File: src/rtl/rlss_pkg.sv
// Shared types, constants and the weight table for the random looping shift sequencer.
// Used by rlss_rotate, rlss_weight_sum and random_looping_shift_sequencer_core.
package rlss_pkg;

   // Default loop register width and the fixed width of the rotation and weight logic.
   localparam int REG_BITS_DEF = 16;
   localparam int LANE_BITS    = 16;

   localparam logic [19:0] CV_MAX = 20'd655360;

   // Configuration register indexes.
   typedef enum logic [2:0] {
      CSR_LOOP_LENGTH = 3'd0,
      CSR_OUTPUT_SCALE = 3'd1,
      CSR_WEIGHT_PROG = 3'd2,
      CSR_WIDE_RES = 3'd3,
      CSR_TRIG_MODE = 3'd4,
      CSR_SKIP_RESET = 3'd5,
      CSR_PULSE_TICKS = 3'd6
   } csr_index_type;

   // Trigger output modes.
   localparam logic [1:0] TRIG_PULSE = 2'd0;
   localparam logic [1:0] TRIG_GATE  = 2'd1;
   localparam logic [1:0] TRIG_CLOCK = 2'd2;

   // Configuration reset values.
   localparam logic [4:0]  LOOP_LENGTH_RST = 5'd8;
   localparam logic [16:0] OUTPUT_SCALE_RST = 17'd65536;
   localparam logic [15:0] PULSE_TICKS_RST = 16'd48;

   // Selects the weight set for the voltage sum.
   typedef struct packed {
      logic [1:0] progression;
      logic       wide;
   } weight_sel_type;

   // Weights in volts scaled by 65536; index is progression*32 + wide*16 + bit.
   localparam logic [18:0] WEIGHT_ROM [128] = '{
      19'd2570, 19'd5141, 19'd10281, 19'd20563, 19'd41125, 19'd82250, 19'd164501, 19'd329001,
      19'd0, 19'd0, 19'd0, 19'd0, 19'd0, 19'd0, 19'd0, 19'd0,
      19'd10, 19'd20, 19'd40, 19'd80, 19'd160, 19'd320, 19'd640, 19'd1280,
      19'd2560, 19'd5120, 19'd10240, 19'd20480, 19'd40961, 19'd81921, 19'd163843, 19'd327685,
      19'd8809, 19'd14254, 19'd23063, 19'd37316, 19'd60379, 19'd97695, 19'd158074, 19'd255770,
      19'd0, 19'd0, 19'd0, 19'd0, 19'd0, 19'd0, 19'd0, 19'd0,
      19'd184, 19'd297, 19'd481, 19'd778, 19'd1258, 19'd2036, 19'd3295, 19'd5331,
      19'd8626, 19'd13957, 19'd22583, 19'd36540, 19'd59123, 19'd95662, 19'd154785, 19'd250447,
      19'd27470, 19'd35710, 19'd46424, 19'd60351, 19'd78456, 19'd101993, 19'd132590, 19'd172367,
      19'd0, 19'd0, 19'd0, 19'd0, 19'd0, 19'd0, 19'd0, 19'd0,
      19'd3000, 19'd3900, 19'd5070, 19'd6590, 19'd8568, 19'd11138, 19'd14479, 19'd18823,
      19'd24470, 19'd31811, 19'd41354, 19'd53760, 19'd69888, 19'd90855, 19'd118111, 19'd153544,
      19'd7533, 19'd15066, 19'd22599, 19'd37664, 19'd60263, 19'd97927, 19'd158190, 19'd256118,
      19'd0, 19'd0, 19'd0, 19'd0, 19'd0, 19'd0, 19'd0, 19'd0,
      19'd157, 19'd314, 19'd470, 19'd784, 19'd1255, 19'd2039, 19'd3293, 19'd5332,
      19'd8625, 19'd13957, 19'd22582, 19'd36540, 19'd59122, 19'd95662, 19'd154784, 19'd250445
   };

endpackage

File: src/rtl/random_looping_shift_sequencer_core.sv
// Random looping shift sequencer: per-tick state update, weighted voltage sum and scaling.
// Depends on rlss_pkg, rlss_rotate and rlss_weight_sum.
//
//  Channel  Direction  Handshake          Payload
//  req      in         req_valid/stall    clock, reset, clear levels, control, random
//  rsp      out        rsp_valid/stall    cv_out, trig_out, pattern, step_position
//  csr      in         csr_write          csr_index, csr_wdata
//
// One request is taken each cycle unless stalled; its response follows via s1 and s2.
// The loop state updates as the request is taken; the adder tree over the weight
// table and the 20 x 17 bit scaling multiply each own one stage.
// Reset is synchronous and clears the loop state and restores register defaults.
// A stall on the response side holds the whole pipeline and stalls the request side.
module random_looping_shift_sequencer_core
   import rlss_pkg::*;
#(
   parameter int REGISTER_BITS = REG_BITS_DEF
) (
   input  logic               clock,
   input  logic               reset,
   input  logic               req_valid,
   output logic               req_stall,
   input  logic               req_clock_high,
   input  logic               req_reset_high,
   input  logic               req_clear_high,
   input  logic signed [10:0] req_control_milli,
   input  logic [3:0]         req_random_digit,
   input  logic               req_random_bit,
   output logic               rsp_valid,
   input  logic               rsp_stall,
   output logic [19:0]        rsp_cv_out,
   output logic               rsp_trig_out,
   output logic [15:0]        rsp_pattern,
   output logic [3:0]         rsp_step_position,
   input  logic               csr_write,
   input  logic [2:0]         csr_index,
   input  logic [16:0]        csr_wdata
);

   // Configuration registers.
   logic [4:0]  loop_length_ff;
   logic [16:0] output_scale_ff;
   logic [1:0]  weight_prog_ff;
   logic        wide_res_ff;
   logic [1:0]  trig_mode_ff;
   logic        skip_reset_ff;
   logic [15:0] pulse_ticks_ff;

   // Loop and trigger state with next values.
   logic [REGISTER_BITS-1:0] loop_bits_ff, loop_bits_in;
   logic [3:0]  start_step_ff, start_step_in;
   logic        prev_clk_ff, prev_rst_ff, prev_clr_ff;
   logic        skip_pending_ff, skip_pending_in;
   logic        pulse_active_ff, pulse_active_in;
   logic [15:0] pulse_left_ff, pulse_left_in;
   logic        gate_level_ff, gate_level_in;
   logic        trig_level_ff, trig_level_in;
   logic        recompute_in;

   // Pipeline registers.
   logic                     s1_valid_ff;
   logic [REGISTER_BITS-1:0] s1_loop_ff;
   logic                     s1_recompute_ff;
   logic                     s1_trig_ff;
   logic [3:0]               s1_step_ff;
   logic                     s2_valid_ff;
   logic [REGISTER_BITS-1:0] s2_pattern_ff;
   logic                     s2_trig_ff;
   logic [3:0]               s2_step_ff;
   logic [19:0]              voltage_sum_ff;
   logic                     rsp_valid_ff;
   logic [19:0]              rsp_cv_ff;
   logic                     rsp_trig_ff;
   logic [15:0]              rsp_pattern_ff;
   logic [3:0]               rsp_step_ff;

   logic advance;
   logic req_accept;

   // Update datapath signals.
   logic                 clk_edge, rst_edge, clr_edge;
   logic [4:0]           eff_len;
   logic [LANE_BITS-1:0] bits_a16;
   logic [LANE_BITS-1:0] rotated16;
   logic [LANE_BITS-1:0] bits_b16;
   logic                 ctrl_neg;
   logic [10:0]          ctrl_abs;
   logic [10:0]          ctrl_mag;
   logic [10:0]          digit_thr;
   logic                 pick_random;
   logic                 new_bit;
   logic [4:0]           step_inc;

   // Voltage stages.
   weight_sel_type weight_sel;
   logic [19:0]    sum_next;
   logic [36:0]    product;
   logic [37:0]    rounded;
   logic [21:0]    scaled;
   logic [19:0]    cv_next;

   assign advance    = !rsp_valid_ff || !rsp_stall;
   assign req_stall  = !advance;
   assign req_accept = req_valid && advance;

   // Configuration writes.
   always_ff @(posedge clock) begin
      if (reset) begin
         loop_length_ff  <= LOOP_LENGTH_RST;
         output_scale_ff <= OUTPUT_SCALE_RST;
         weight_prog_ff  <= 2'd0;
         wide_res_ff     <= 1'b0;
         trig_mode_ff    <= TRIG_PULSE;
         skip_reset_ff   <= 1'b1;
         pulse_ticks_ff  <= PULSE_TICKS_RST;
      end else if (csr_write) begin
         case (csr_index_type'(csr_index))
            CSR_LOOP_LENGTH:  loop_length_ff  <= csr_wdata[4:0];
            CSR_OUTPUT_SCALE: output_scale_ff <= csr_wdata;
            CSR_WEIGHT_PROG:  weight_prog_ff  <= csr_wdata[1:0];
            CSR_WIDE_RES:     wide_res_ff     <= csr_wdata[0];
            CSR_TRIG_MODE:    trig_mode_ff    <= csr_wdata[1:0];
            CSR_SKIP_RESET:   skip_reset_ff   <= csr_wdata[0];
            CSR_PULSE_TICKS:  pulse_ticks_ff  <= csr_wdata[15:0];
            default: ;
         endcase
      end
   end

   assign clk_edge = req_clock_high && !prev_clk_ff;
   assign rst_edge = req_reset_high && !prev_rst_ff;
   assign clr_edge = req_clear_high && !prev_clr_ff;

   always_comb begin
      if (loop_length_ff == 5'd0) begin
         eff_len = 5'd1;
      end else if (loop_length_ff > 5'(REGISTER_BITS)) begin
         eff_len = 5'(REGISTER_BITS);
      end else begin
         eff_len = loop_length_ff;
      end
   end

   assign bits_a16 = clr_edge ? '0 : LANE_BITS'(loop_bits_ff);

   rlss_rotate u_rotate (
      .loop_in    (bits_a16),
      .start_step (start_step_ff),
      .loop_len   (eff_len),
      .rotated    (rotated16)
   );

   assign bits_b16 = rst_edge ? LANE_BITS'(rotated16[REGISTER_BITS-1:0]) : bits_a16;

   // The random bit wins when the digit exceeds the control magnitude in tenths,
   // that is when the magnitude is below 100 times the digit.
   assign ctrl_neg    = req_control_milli[10];
   assign ctrl_abs    = ctrl_neg ? 11'(-req_control_milli) : 11'(req_control_milli);
   assign ctrl_mag    = (ctrl_abs > 11'd1000) ? 11'd1000 : ctrl_abs;
   assign digit_thr   = 11'(req_random_digit) * 11'd100;
   assign pick_random = ctrl_mag < digit_thr;
   assign new_bit     = pick_random ? req_random_bit
                                    : (bits_b16[4'(eff_len - 5'd1)] ^ ctrl_neg);

   always_comb begin
      loop_bits_in    = bits_b16[REGISTER_BITS-1:0];
      start_step_in   = rst_edge ? 4'd0 : start_step_ff;
      skip_pending_in = (rst_edge && skip_reset_ff) ? 1'b1 : skip_pending_ff;
      pulse_active_in = pulse_active_ff;
      pulse_left_in   = pulse_left_ff;
      gate_level_in   = gate_level_ff;
      trig_level_in   = trig_level_ff;
      recompute_in    = clr_edge || rst_edge;
      step_inc        = {1'b0, start_step_in} + 5'd1;

      if (clk_edge) begin
         if (skip_pending_in) begin
            skip_pending_in = 1'b0;
         end else begin
            start_step_in = (step_inc >= eff_len) ? 4'd0 : step_inc[3:0];
            loop_bits_in  = {bits_b16[REGISTER_BITS-2:0], new_bit};
            recompute_in  = 1'b1;
            if (new_bit) begin
               pulse_active_in = 1'b1;
               pulse_left_in   = pulse_ticks_ff;
               if (trig_mode_ff == TRIG_GATE) begin
                  gate_level_in = 1'b1;
               end
            end else if (trig_mode_ff == TRIG_GATE) begin
               gate_level_in = 1'b0;
               trig_level_in = 1'b0;
            end
         end
      end

      if (pulse_active_in) begin
         case (trig_mode_ff)
            TRIG_PULSE: begin
               if (pulse_left_in == 16'd0) begin
                  pulse_active_in = 1'b0;
                  trig_level_in   = 1'b0;
               end else begin
                  pulse_left_in = pulse_left_in - 16'd1;
                  trig_level_in = 1'b1;
               end
            end
            TRIG_CLOCK: begin
               trig_level_in = req_clock_high;
               if (!req_clock_high) begin
                  pulse_active_in = 1'b0;
               end
            end
            TRIG_GATE: trig_level_in = gate_level_in;
            default: ;
         endcase
      end
   end

   // Loop state advances with each accepted request.
   always_ff @(posedge clock) begin
      if (reset) begin
         loop_bits_ff    <= '0;
         start_step_ff   <= 4'd0;
         prev_clk_ff     <= 1'b0;
         prev_rst_ff     <= 1'b0;
         prev_clr_ff     <= 1'b0;
         skip_pending_ff <= 1'b0;
         pulse_active_ff <= 1'b0;
         pulse_left_ff   <= 16'd0;
         gate_level_ff   <= 1'b0;
         trig_level_ff   <= 1'b0;
      end else if (req_accept) begin
         loop_bits_ff    <= loop_bits_in;
         start_step_ff   <= start_step_in;
         prev_clk_ff     <= req_clock_high;
         prev_rst_ff     <= req_reset_high;
         prev_clr_ff     <= req_clear_high;
         skip_pending_ff <= skip_pending_in;
         pulse_active_ff <= pulse_active_in;
         pulse_left_ff   <= pulse_left_in;
         gate_level_ff   <= gate_level_in;
         trig_level_ff   <= trig_level_in;
      end
   end

   assign weight_sel.progression = weight_prog_ff;
   assign weight_sel.wide        = wide_res_ff;

   rlss_weight_sum u_weight_sum (
      .pattern (LANE_BITS'(s1_loop_ff)),
      .sel     (weight_sel),
      .sum     (sum_next)
   );

   assign product = 37'(voltage_sum_ff) * 37'(output_scale_ff);
   assign rounded = 38'(product) + 38'd32768;
   assign scaled  = rounded[37:16];
   assign cv_next = (scaled > 22'(CV_MAX)) ? CV_MAX : scaled[19:0];

   always_ff @(posedge clock) begin
      if (reset) begin
         s1_valid_ff    <= 1'b0;
         s2_valid_ff    <= 1'b0;
         rsp_valid_ff   <= 1'b0;
         voltage_sum_ff <= 20'd0;
      end else if (advance) begin
         s1_valid_ff  <= req_valid;
         s2_valid_ff  <= s1_valid_ff;
         rsp_valid_ff <= s2_valid_ff;
         // The sum only moves on a clear, a reset or a taken clock edge.
         if (s1_valid_ff && s1_recompute_ff) begin
            voltage_sum_ff <= sum_next;
         end
      end
   end

   always_ff @(posedge clock) begin
      if (advance) begin
         s1_loop_ff      <= loop_bits_in;
         s1_recompute_ff <= recompute_in;
         s1_trig_ff      <= trig_level_in;
         s1_step_ff      <= start_step_in;
         s2_pattern_ff   <= s1_loop_ff;
         s2_trig_ff      <= s1_trig_ff;
         s2_step_ff      <= s1_step_ff;
         rsp_cv_ff       <= cv_next;
         rsp_trig_ff     <= s2_trig_ff;
         rsp_pattern_ff  <= 16'(s2_pattern_ff);
         rsp_step_ff     <= s2_step_ff;
      end
   end

   assign rsp_valid         = rsp_valid_ff;
   assign rsp_cv_out        = rsp_cv_ff;
   assign rsp_trig_out      = rsp_trig_ff;
   assign rsp_pattern       = rsp_pattern_ff;
   assign rsp_step_position = rsp_step_ff;

endmodule

File: src/rtl/rlss_rotate.sv
// Loop rotation on a reset edge: moves a start step within the length to position 0.
// Depends on rlss_pkg for the lane width.
module rlss_rotate
   import rlss_pkg::*;
(
   input  logic [LANE_BITS-1:0] loop_in,
   input  logic [3:0]           start_step,
   input  logic [4:0]           loop_len,
   output logic [LANE_BITS-1:0] rotated
);

   logic [LANE_BITS-1:0]   len_mask;
   logic [LANE_BITS-1:0]   keep_mask;
   logic [2*LANE_BITS-1:0] ext0;
   logic [2*LANE_BITS-1:0] ext1;
   logic [2*LANE_BITS-1:0] ext2;
   logic [2*LANE_BITS-1:0] ext3;
   logic [2*LANE_BITS-1:0] ext4;
   logic [2*LANE_BITS-1:0] ext5;
   logic [2*LANE_BITS-1:0] fwd;
   logic [LANE_BITS-1:0]   back;
   logic                   in_range;

   assign len_mask  = LANE_BITS'((17'd1 << loop_len) - 17'd1);
   assign keep_mask = LANE_BITS'((17'd1 << start_step) - 17'd1);

   // Build the periodic extension of the loop by repeated doubling.
   assign ext0 = {{LANE_BITS{1'b0}}, loop_in & len_mask};
   assign ext1 = ext0 | (ext0 << {4'd0, loop_len});
   assign ext2 = ext1 | (ext1 << {3'd0, loop_len, 1'b0});
   assign ext3 = ext2 | (ext2 << {2'd0, loop_len, 2'b0});
   assign ext4 = ext3 | (ext3 << {1'd0, loop_len, 3'b0});
   assign ext5 = ext4 | (ext4 << {loop_len, 4'b0});

   assign in_range = {1'b0, start_step} < loop_len;
   assign fwd      = ext5 >> start_step;
   assign back     = ext5[LANE_BITS-1:0] << start_step;

   // A start step at or past the length leaves the low bits in place and
   // repeats the loop above them.
   assign rotated = in_range ? fwd[LANE_BITS-1:0]
                             : (loop_in & keep_mask) | (back & ~keep_mask);

endmodule

File: src/rtl/rlss_weight_sum.sv
// Weighted sum of the set bits of the loop register: the low 8, or all 16 when wide.
// Depends on rlss_pkg for the weight table and the selection struct.
module rlss_weight_sum
   import rlss_pkg::*;
(
   input  logic [LANE_BITS-1:0] pattern,
   input  weight_sel_type       sel,
   output logic [19:0]          sum
);

   logic [18:0] term [LANE_BITS];
   logic [20:0] group_sum [4];
   logic [22:0] total;

   always_comb begin
      for (int i = 0; i < LANE_BITS; i++) begin
         if (pattern[i] && (i < 8 || sel.wide)) begin
            term[i] = WEIGHT_ROM[{sel.progression, sel.wide, 4'(i)}];
         end else begin
            term[i] = 19'd0;
         end
      end
      for (int g = 0; g < 4; g++) begin
         group_sum[g] = 21'(term[4*g]) + 21'(term[4*g+1]) + 21'(term[4*g+2])
                        + 21'(term[4*g+3]);
      end
   end

   assign total = 23'(group_sum[0]) + 23'(group_sum[1]) + 23'(group_sum[2])
                  + 23'(group_sum[3]);
   assign sum   = total[19:0];

endmodule
File: config.mk
export PLATFORM = sky130hd
export DESIGN_NAME = random_looping_shift_sequencer_core
export DESIGN_NICKNAME = d
export VERILOG_FILES = /design/src/rtl/rlss_pkg.sv /design/src/rtl/random_looping_shift_sequencer_core.sv /design/src/rtl/rlss_rotate.sv /design/src/rtl/rlss_weight_sum.sv
export SDC_FILE = /design/constraint.sdc
export NUM_CORES = 2
export LEC_CHECK = 0
export BUFFER_PORTS_ARGS = -buffer_cell sky130_fd_sc_hd__buf_2
export CORE_UTILIZATION = 55
export DETAILED_ROUTE_END_ITERATION = 10
export PLACE_DENSITY = 0.79
export SETUP_SLACK_MARGIN = 0.4
export SYNTH_ARGS = -nofsm -noshare
export SYNTH_HDL_FRONTEND = slang
export SYNTH_SLANG_ARGS = --single-unit
File: constraint.sdc
create_clock -name clock -period 9.1 [get_ports clock]
set_clock_uncertainty 0.2 [all_clocks]
set_input_delay 0.455 -clock clock [delete_from_list [all_inputs] [get_ports clock]]
set_output_delay 0.455 -clock clock [all_outputs]
set_load 0.05 [all_outputs]
[After elaboration in Yosys (flattened, before gate mapping)]
Memory sizes are Yosys's and may differ from the RTL's.
Index checks and enable logic that the tools add are counted.
Operators by class
  add/sub/neg operators: 22
  multiply operators: 2
  div/mod/pow operators: 0
  order comparisons: 23
  eq/ne operators: 8
  shift-type cells: 9
  muxes and demuxes: 92
  bitwise operators: 27
  reduce and logical (&&, ||, !) cells: 34
Operators by type and width (number)
  19-bit 2-to-1 mux: 48
  16-bit 2-to-1 mux: 11
  20-bit by 19-bit adder with 20-bit output: 8
  8-bit >= comparator, second input constant: 16
  7-bit inverter with 8-bit output: 16
  32-bit bitwise OR: 4
  19-bit by 19-bit adder with 20-bit output: 4
  20-bit adder: 3
  16-bit AND: 3
  16-bit by 1-bit subtractor with 16-bit output, second input constant: 3
  37-bit by 16-bit adder with 38-bit output, second input constant: 1
  20-bit by 17-bit multiplier with 37-bit output: 1
  16-bit by 32-bit bitwise OR with 32-bit output: 1
  16-bit by 5-bit left shift with 32-bit output: 1
  32-bit by 6-bit left shift with 32-bit output: 1
  32-bit by 7-bit left shift with 32-bit output: 1
  32-bit by 8-bit left shift with 32-bit output: 1
  32-bit by 9-bit left shift with 32-bit output: 1
  32-bit by 4-bit right shift with 16-bit output: 1
  22-bit by 20-bit > comparator with 1-bit output, second input constant: 1
  1-bit 2-to-1 mux: 22
  11-bit 2-to-1 mux: 2
  16-bit logical NOT: 1
  4-bit 2-to-1 mux: 4
  other kinds (32): 62
Word-level totals
  register bits: 194
  bits in latches: 0
  memory bits (writable): 0
  ROM bits: 38912
  word-level logic and storage cells: 265
  memories: 16
Memory list
  (no name shown): words 128, width 19, read ports 1, clocked after memory_dff 0, write ports 0, line rlss_weight_sum.sv:18  | term[i] = WEIGHT_ROM[{sel.progression, sel.wide, 4'(i)}];
  (no name shown): words 128, width 19, read ports 1, clocked after memory_dff 0, write ports 0, line rlss_weight_sum.sv:18
  (no name shown): words 128, width 19, read ports 1, clocked after memory_dff 0, write ports 0, line rlss_weight_sum.sv:18
  (no name shown): words 128, width 19, read ports 1, clocked after memory_dff 0, write ports 0, line rlss_weight_sum.sv:18
  (no name shown): words 128, width 19, read ports 1, clocked after memory_dff 0, write ports 0, line rlss_weight_sum.sv:18
  (no name shown): words 128, width 19, read ports 1, clocked after memory_dff 0, write ports 0, line rlss_weight_sum.sv:18
  +10 memories

[Logic depth before layout (Yosys ltp)]
  word-level depth: 32
  depth in mapped cells: 40
  mapped depth without buffers: 38

[Cells and area by module]
Synthesis repeated with hierarchy kept, for this count alone.
Second synthesis, totals
  cells, all modules: 4479
  area, all modules: 36354.9 µm²
By module, submodules not included
  random_looping_shift_sequencer_core: instances 1, cells an instance 2317, area an instance 20706.1 µm², sequential area each 4724.5 µm²
  rlss_rotate: instances 1, cells an instance 1333, area an instance 8294.2 µm², sequential area each 0.0 µm²
  rlss_weight_sum: instances 1, cells an instance 829, area an instance 7354.6 µm², sequential area each 0.0 µm²

[Worst setup path before layout]
Ideal clock, no wire load.
  path kind: reg-to-reg
  start point: register loop_length_ff[2]
  end point: register pulse_left_ff[14]
  setup time: 0.128 ns
  arrival: 7.639 ns
  data required time: 8.772 ns
  slack: 1.133 ns
  stages on the path, launching flop included: 37
  cell sequence: dfxtp_1 -> buf_6 -> nor4_2 -> inv_2 -> clkbuf_1 -> buf_1 -> ha_1 -> buf_2 -> inv_1 -> a41oi_1 -> a2111oi_2 -> nor4b_1 -> or4_4 -> or2_1 -> and3_4 -> a32o_1 -> a31o_1 -> and3_1 -> a211o_1 -> o311ai_2 -> a21oi_1 -> and4bb_1 -> o21ai_1 -> a211oi_4 -> nor2_2 -> buf_4 -> mux2i_1 -> ha_1 -> nand3_1 -> nand4_1 -> nor4_1 -> or3b_2 -> xnor2_1 -> nand3_1 -> o41ai_1 -> a22oi_1 -> nor2_1
On the way
  cells in the longest elaborated chain, start to end: 32
Ends and longest elaborated chain
  from (decl): line random_looping_shift_sequencer_core.sv:41  | logic [4:0] loop_length_ff;
  from (signal assigned): line random_looping_shift_sequencer_core.sv:118  | CSR_LOOP_LENGTH: loop_length_ff <= csr_wdata[4:0];
  5-bit > comparator: line random_looping_shift_sequencer_core.sv:137  | end else if (loop_length_ff > 5'(REGISTER_BITS)) begin
  5-bit 2-to-1 mux: line random_looping_shift_sequencer_core.sv:137
  5-bit 2-to-1 mux *: line random_looping_shift_sequencer_core.sv:135  | if (loop_length_ff == 5'd0) begin
  1-bit by 5-bit left shift with 16-bit output: line rlss_rotate.sv:24  | assign len_mask = LANE_BITS'((17'd1 << loop_len) - 17'd1);
  16-bit by 1-bit subtractor with 16-bit output: line rlss_rotate.sv:24
  16-bit AND: line rlss_rotate.sv:28  | assign ext0 = {{LANE_BITS{1'b0}}, loop_in & len_mask};
  16-bit by 5-bit left shift with 32-bit output: line rlss_rotate.sv:29  | assign ext1 = ext0 | (ext0 << {4'd0, loop_len});
  16-bit by 32-bit bitwise OR with 32-bit output: line rlss_rotate.sv:29
  (+16 left out)
  1-bit 2-to-1 mux *: line random_looping_shift_sequencer_core.sv:162  | assign new_bit = pick_random ? req_random_bit
  16-bit 2-to-1 mux: line random_looping_shift_sequencer_core.sv:183  | if (new_bit) begin
  16-bit 2-to-1 mux: line random_looping_shift_sequencer_core.sv:177  | if (skip_pending_in) begin
  16-bit 2-to-1 mux: line random_looping_shift_sequencer_core.sv:176  | if (clk_edge) begin
  16-bit by 1-bit subtractor with 16-bit output / 16-bit logical NOT (equally long branches): line random_looping_shift_sequencer_core.sv:203, random_looping_shift_sequencer_core.sv:199
  16-bit 2-to-1 mux: line random_looping_shift_sequencer_core.sv:199  | if (pulse_left_in == 16'd0) begin
  16-bit 2-to-1 mux: line random_looping_shift_sequencer_core.sv:197  | case (trig_mode_ff)
  16-bit 2-to-1 mux *: line random_looping_shift_sequencer_core.sv:196  | if (pulse_active_in) begin
  to (signal assigned): line random_looping_shift_sequencer_core.sv:240  | pulse_left_ff <= pulse_left_in;
  to (decl): line random_looping_shift_sequencer_core.sv:55  | logic [15:0] pulse_left_ff, pulse_left_in;
Mark *: on every way between the ends. The rest lies on a longest branch, timed or not. The select of a mux whose other input is x is not followed.
A chain may end at the register's enable or synchronous reset.

[Worst setup path in the final report]
  start point: register loop_length_ff[1]
  end point: register pulse_left_ff[12]
Same word-level chain as after synthesis.

==> summary by stage <==
Global routing
The pin count of the biggest net entering global routing is 79. After global routing the overflow that remains totals 0. The number of global-route vias before repair was around 33000.

The number of antenna violations at the first check in global routing is 5. The first-pass GRT wire length is 200000 microns. Global routing consumed, over all layers together, 42.3% of the routing resources.

Finish
The layout net count is approximately 5000. The multi-input logic area is 26100 sq um. The total non-filler cell area in the finished layout is 37000 sq um. The library cell used most frequently in the layout, excluding fill and tap cells, is sky130_fd_sc_hd__nand2_1. The post-synthesis to final-layout area growth is 9.47%. Leaving out fill and tap cells, the most frequent cells in the layout are sky130_fd_sc_hd__nand2_1, sky130_fd_sc_hd__inv_1, sky130_fd_sc_hd__fa_1, sky130_fd_sc_hd__nor2_1, sky130_fd_sc_hd__buf_4.

The total of fill cells in the finished design is 5247. Across the whole layout, storage elements account for 4740 sq um. In the final layout, the share of cells above drive strength 1 is 11.1%.

Yosys
Sorting the synthesized cells by area gives the leading types as sky130_fd_sc_hd__fa_1, sky130_fd_sc_hd__ha_1, sky130_fd_sc_hd__edfxtp_1, sky130_fd_sc_hd__nand2_1, sky130_fd_sc_hd__dfxtp_1. Counting flops with an async set or reset pin after synthesis yields a share of 0%. The synthesized cell area is 33800 sq um. Yosys printed 0 warnings. Summing the sequential cell areas from Yosys gives 14.0% of the chip area. The top cell type by area accounts for approximately 28% of the synthesized area.

After synthesis the netlist holds a flip-flop and latch count of ~190. The count of different cell masters after synthesis is 120. The post-synthesis cell count is between 4000 and 5000. The largest total area in the synthesized netlist belongs to sky130_fd_sc_hd__fa_1.

The average cell area after synthesis is just over 8 sq um. The net count after synthesis is ~4900. Yosys mapped a number of flops with a built-in enable equal to 84.

The dominant synthesized flop cell is sky130_fd_sc_hd__dfxtp_1.

Placed design
Once detailed placement completed, the half-perimeter wirelength came to 102000 microns. The total cell area at the placement stage is 36200 sq um. The global placer's final weighted congestion is 1.06. At the placement stage, the worst setup path has a slack of 0.303 ns. The count of buffers added on input and output ports is 86.

Pwr
Power spread over the standard cell area amounts to 99.5 nW/um^2. Summed over all cells, the static leakage comes to 16.5 nW. Total power for the finished layout comes to around 3.7 mW. Across the VDD grid, the largest voltage drop is 0.000113 V.

STA
The routed design could run at a clock period as short as 8.42 ns. Based on the critical path, the design can be clocked at up to 0.119 GHz. Setup repair after global routing could not meet its margin everywhere. Setup slack closes at ~0.68 ns. The count of final hold-check violations is 0. Headroom to the max-slew limit came out at 14.9%. The portion of the clock cycle consumed by the worst path in the final layout is 92.5%. The count of pins over their slew limit was 0. For the pin with the worst max-slew slack, the measured transition is 1.26 ns. For the final routed database, the setup TNS stands at 0 ns. The number of setup violations in the final report is 0.

Setup path
In this design, the critical path's most frequently occurring cell is sky130_fd_sc_hd__buf_4. The dominant delay contributor by cell family on the critical path is compound AO/OA/AOI/OAI gates. Of all nets on the critical path, the largest fanout is 8. The slowest library cell on the worst path is sky130_fd_sc_hd__o211ai_1. The worst setup path is launched from a register. In this design, the stage delay of the slowest critical-path cell is around 0.48 ns. The sort of element at the end of the critical path is a register. The startpoint identified for the worst register-to-register timing path is loop_length_ff[1]$_SDFFE_PP0P_. The worst setup path is of the register to register kind. At the worst endpoint, the arrival time is 8.65 ns. The critical path starts at loop_length_ff[1]$_SDFFE_PP0P_. The combined buffer and inverter count along the critical path is 8. The required time of the critical path is just over 9 ns.

CTS
The cell sitting at the root of the clock tree is a sky130_fd_sc_hd__clkbuf_16. Counting the buffers created by CTS gives 17. CTS saw ~190 sinks. The CTS tree is yes. The clock-pin transition on the worst setup and hold timing paths is 0.09 ns.

The maximum buffer depth of the clock tree is 2. The deepest level of the CTS H-tree is 4. The clock reaches the later pin of the worst-skew pair after around 0.50 ns.

Routing
The final antenna-violating net count is 0. The starting DRC count in detailed routing is 4001. The total wire length after detailed routing is 131000 microns. The DRC violation count after routing is 0. The number of iterations in the first detailed-routing pass is 11. The via count is between 30000 and 40000.

The mean routed wirelength per cell is 25.9 microns. Dividing the detail-routed via count by the number of cells gives 6.50.

Run
The number of max-cap violations is 0.

Floorplan
The number of placed I/O pins is 87. The core area is 60600 sq um. The vertical die dimension is 250 microns.

The floorplan step defined a die boundary enclosing between 60000 and 70000 sq um. Row generation in the floorplan step produced 90 rows. The effective utilization at floorplan is between 50% and 60%. The floorplan step set the die width to 250 microns.

Hold path
In this run the worst hold path is classified as primary input to register. In this run the most critical hold path is launched from csr_wdata[14].

Run status
The run finished with clean final reports.
[what timing repair did]
item | CTS | global route
hold buffers | 1 | 0
buffers inserted | 0 | 8
setup endpoints to repair | 17 | 35
gates resized for setup | 3 | 33
pin swaps | 0 | 2
endpoints found under the hold margin | 1 | 0
[worst paths after layout]
check,endpoint,slack (ns),depth (start not counted)
worst max-delay path,pulse_left_ff[12]$_SDFFE_PP0P_,0.68,38
worst min-delay path,output_scale_ff[14]$_SDFFE_PP0P_,0.01,3
worst max register to register,pulse_left_ff[12]$_SDFFE_PP0P_,0.68,38
worst min register to register,rsp_pattern[15]$_DFFE_PN_,0.22,0
[tightest hold or removal path, cell delays in order]
cell                      delay (ns)
sky130_fd_sc_hd__buf_2          0.11
sky130_fd_sc_hd__nand2_1        0.05
sky130_fd_sc_hd__a21oi_1        0.05
[sequential cells by signal, indices dropped and copies added (netlist names), 5 cells and up]
signal           flops
loop_bits_ff        16
loop_length_ff       5
output_scale_ff     17
pulse_left_ff       16
pulse_ticks_ff      16
rsp_cv_out          20
rsp_pattern         16
s1_loop_ff          16
s2_pattern_ff       16
voltage_sum_ff      20
[cells by family (layout without fill, tap and decap cells)]
family	count (synthesis)	after routing	share of synthesized area, %
fa+ha+maj	682	682	35.7
other cells	2	4	0.0222
buf+inv	811	935	9.27
mux	45	45	1.43
flops	194	194	14.0
simple gates	1517	1517	21.3
compound gates	837	837	16.7
xor+xnor	64	64	1.66
[layer usage]
metal	global-route usage, %	part of all wire, %	vias up
met4	30.8	8.4	10
met5	0	0.056	-
li1	-	-	14111
met2	66.6	45	2219
met1	51.2	36	15915
met3	9.33	10	644
[layout make-up]
type / count / share of cell area, %
clock buffer: 17 / 1.15
multi-input combinational: 3147 / 70.5
sequential: 194 / 12.8
clock inverter: 15 / 0.659
inverter: 567 / 5.76
antenna: 2 / 0.0135
tap: 782 / 2.64
timing repair buffer: 336 / 6.51
[cells in the mapped netlist (21+ instances only)]
library cell               number
sky130_fd_sc_hd__inv_1        563
sky130_fd_sc_hd__nand2b_1      32
sky130_fd_sc_hd__xor2_1        25
sky130_fd_sc_hd__o21a_1        28
sky130_fd_sc_hd__dfxtp_1      110
sky130_fd_sc_hd__o31ai_1       38
sky130_fd_sc_hd__nand2_1      626
sky130_fd_sc_hd__o21ai_0      151
sky130_fd_sc_hd__and2_1       169
sky130_fd_sc_hd__fa_1         470
sky130_fd_sc_hd__xnor2_1       39
sky130_fd_sc_hd__nor3_1        94
sky130_fd_sc_hd__a21oi_1      230
sky130_fd_sc_hd__a211oi_1      38
sky130_fd_sc_hd__clkbuf_1     183
sky130_fd_sc_hd__a31oi_1       39
sky130_fd_sc_hd__ha_1         212
sky130_fd_sc_hd__nor2_1       262
sky130_fd_sc_hd__edfxtp_1      84
sky130_fd_sc_hd__nand3_1      110
sky130_fd_sc_hd__buf_1         21
sky130_fd_sc_hd__nand4_1       26
sky130_fd_sc_hd__nor2b_1       27
sky130_fd_sc_hd__and3_1        52
sky130_fd_sc_hd__mux2i_1       39
sky130_fd_sc_hd__or3_1         23
sky130_fd_sc_hd__buf_2         31
sky130_fd_sc_hd__o211ai_1      44
[where the power goes]
| part | switching, mW | internal, mW |
|---|---|---|
| logic | 1.06 | 0.591 |
| clock network | 0.463 | 0.399 |
| registers | 0.154 | 1.01 |
| total | 1.68 | 2.00 |
[per-stage QoR]
stage,hold WS (ns),cells,utilization [%]
6_report,0.0137,5060,61.1
5_1_grt,0.0182,5059,61.1
3_5_place_dp,0.205,5017,59.7
3_3_place_gp,0.201,5017,59.7
2_1_floorplan,0.200,4152,-
4_1_cts,0.00863,5050,60.8
Power figures use the tool's default switching activity.
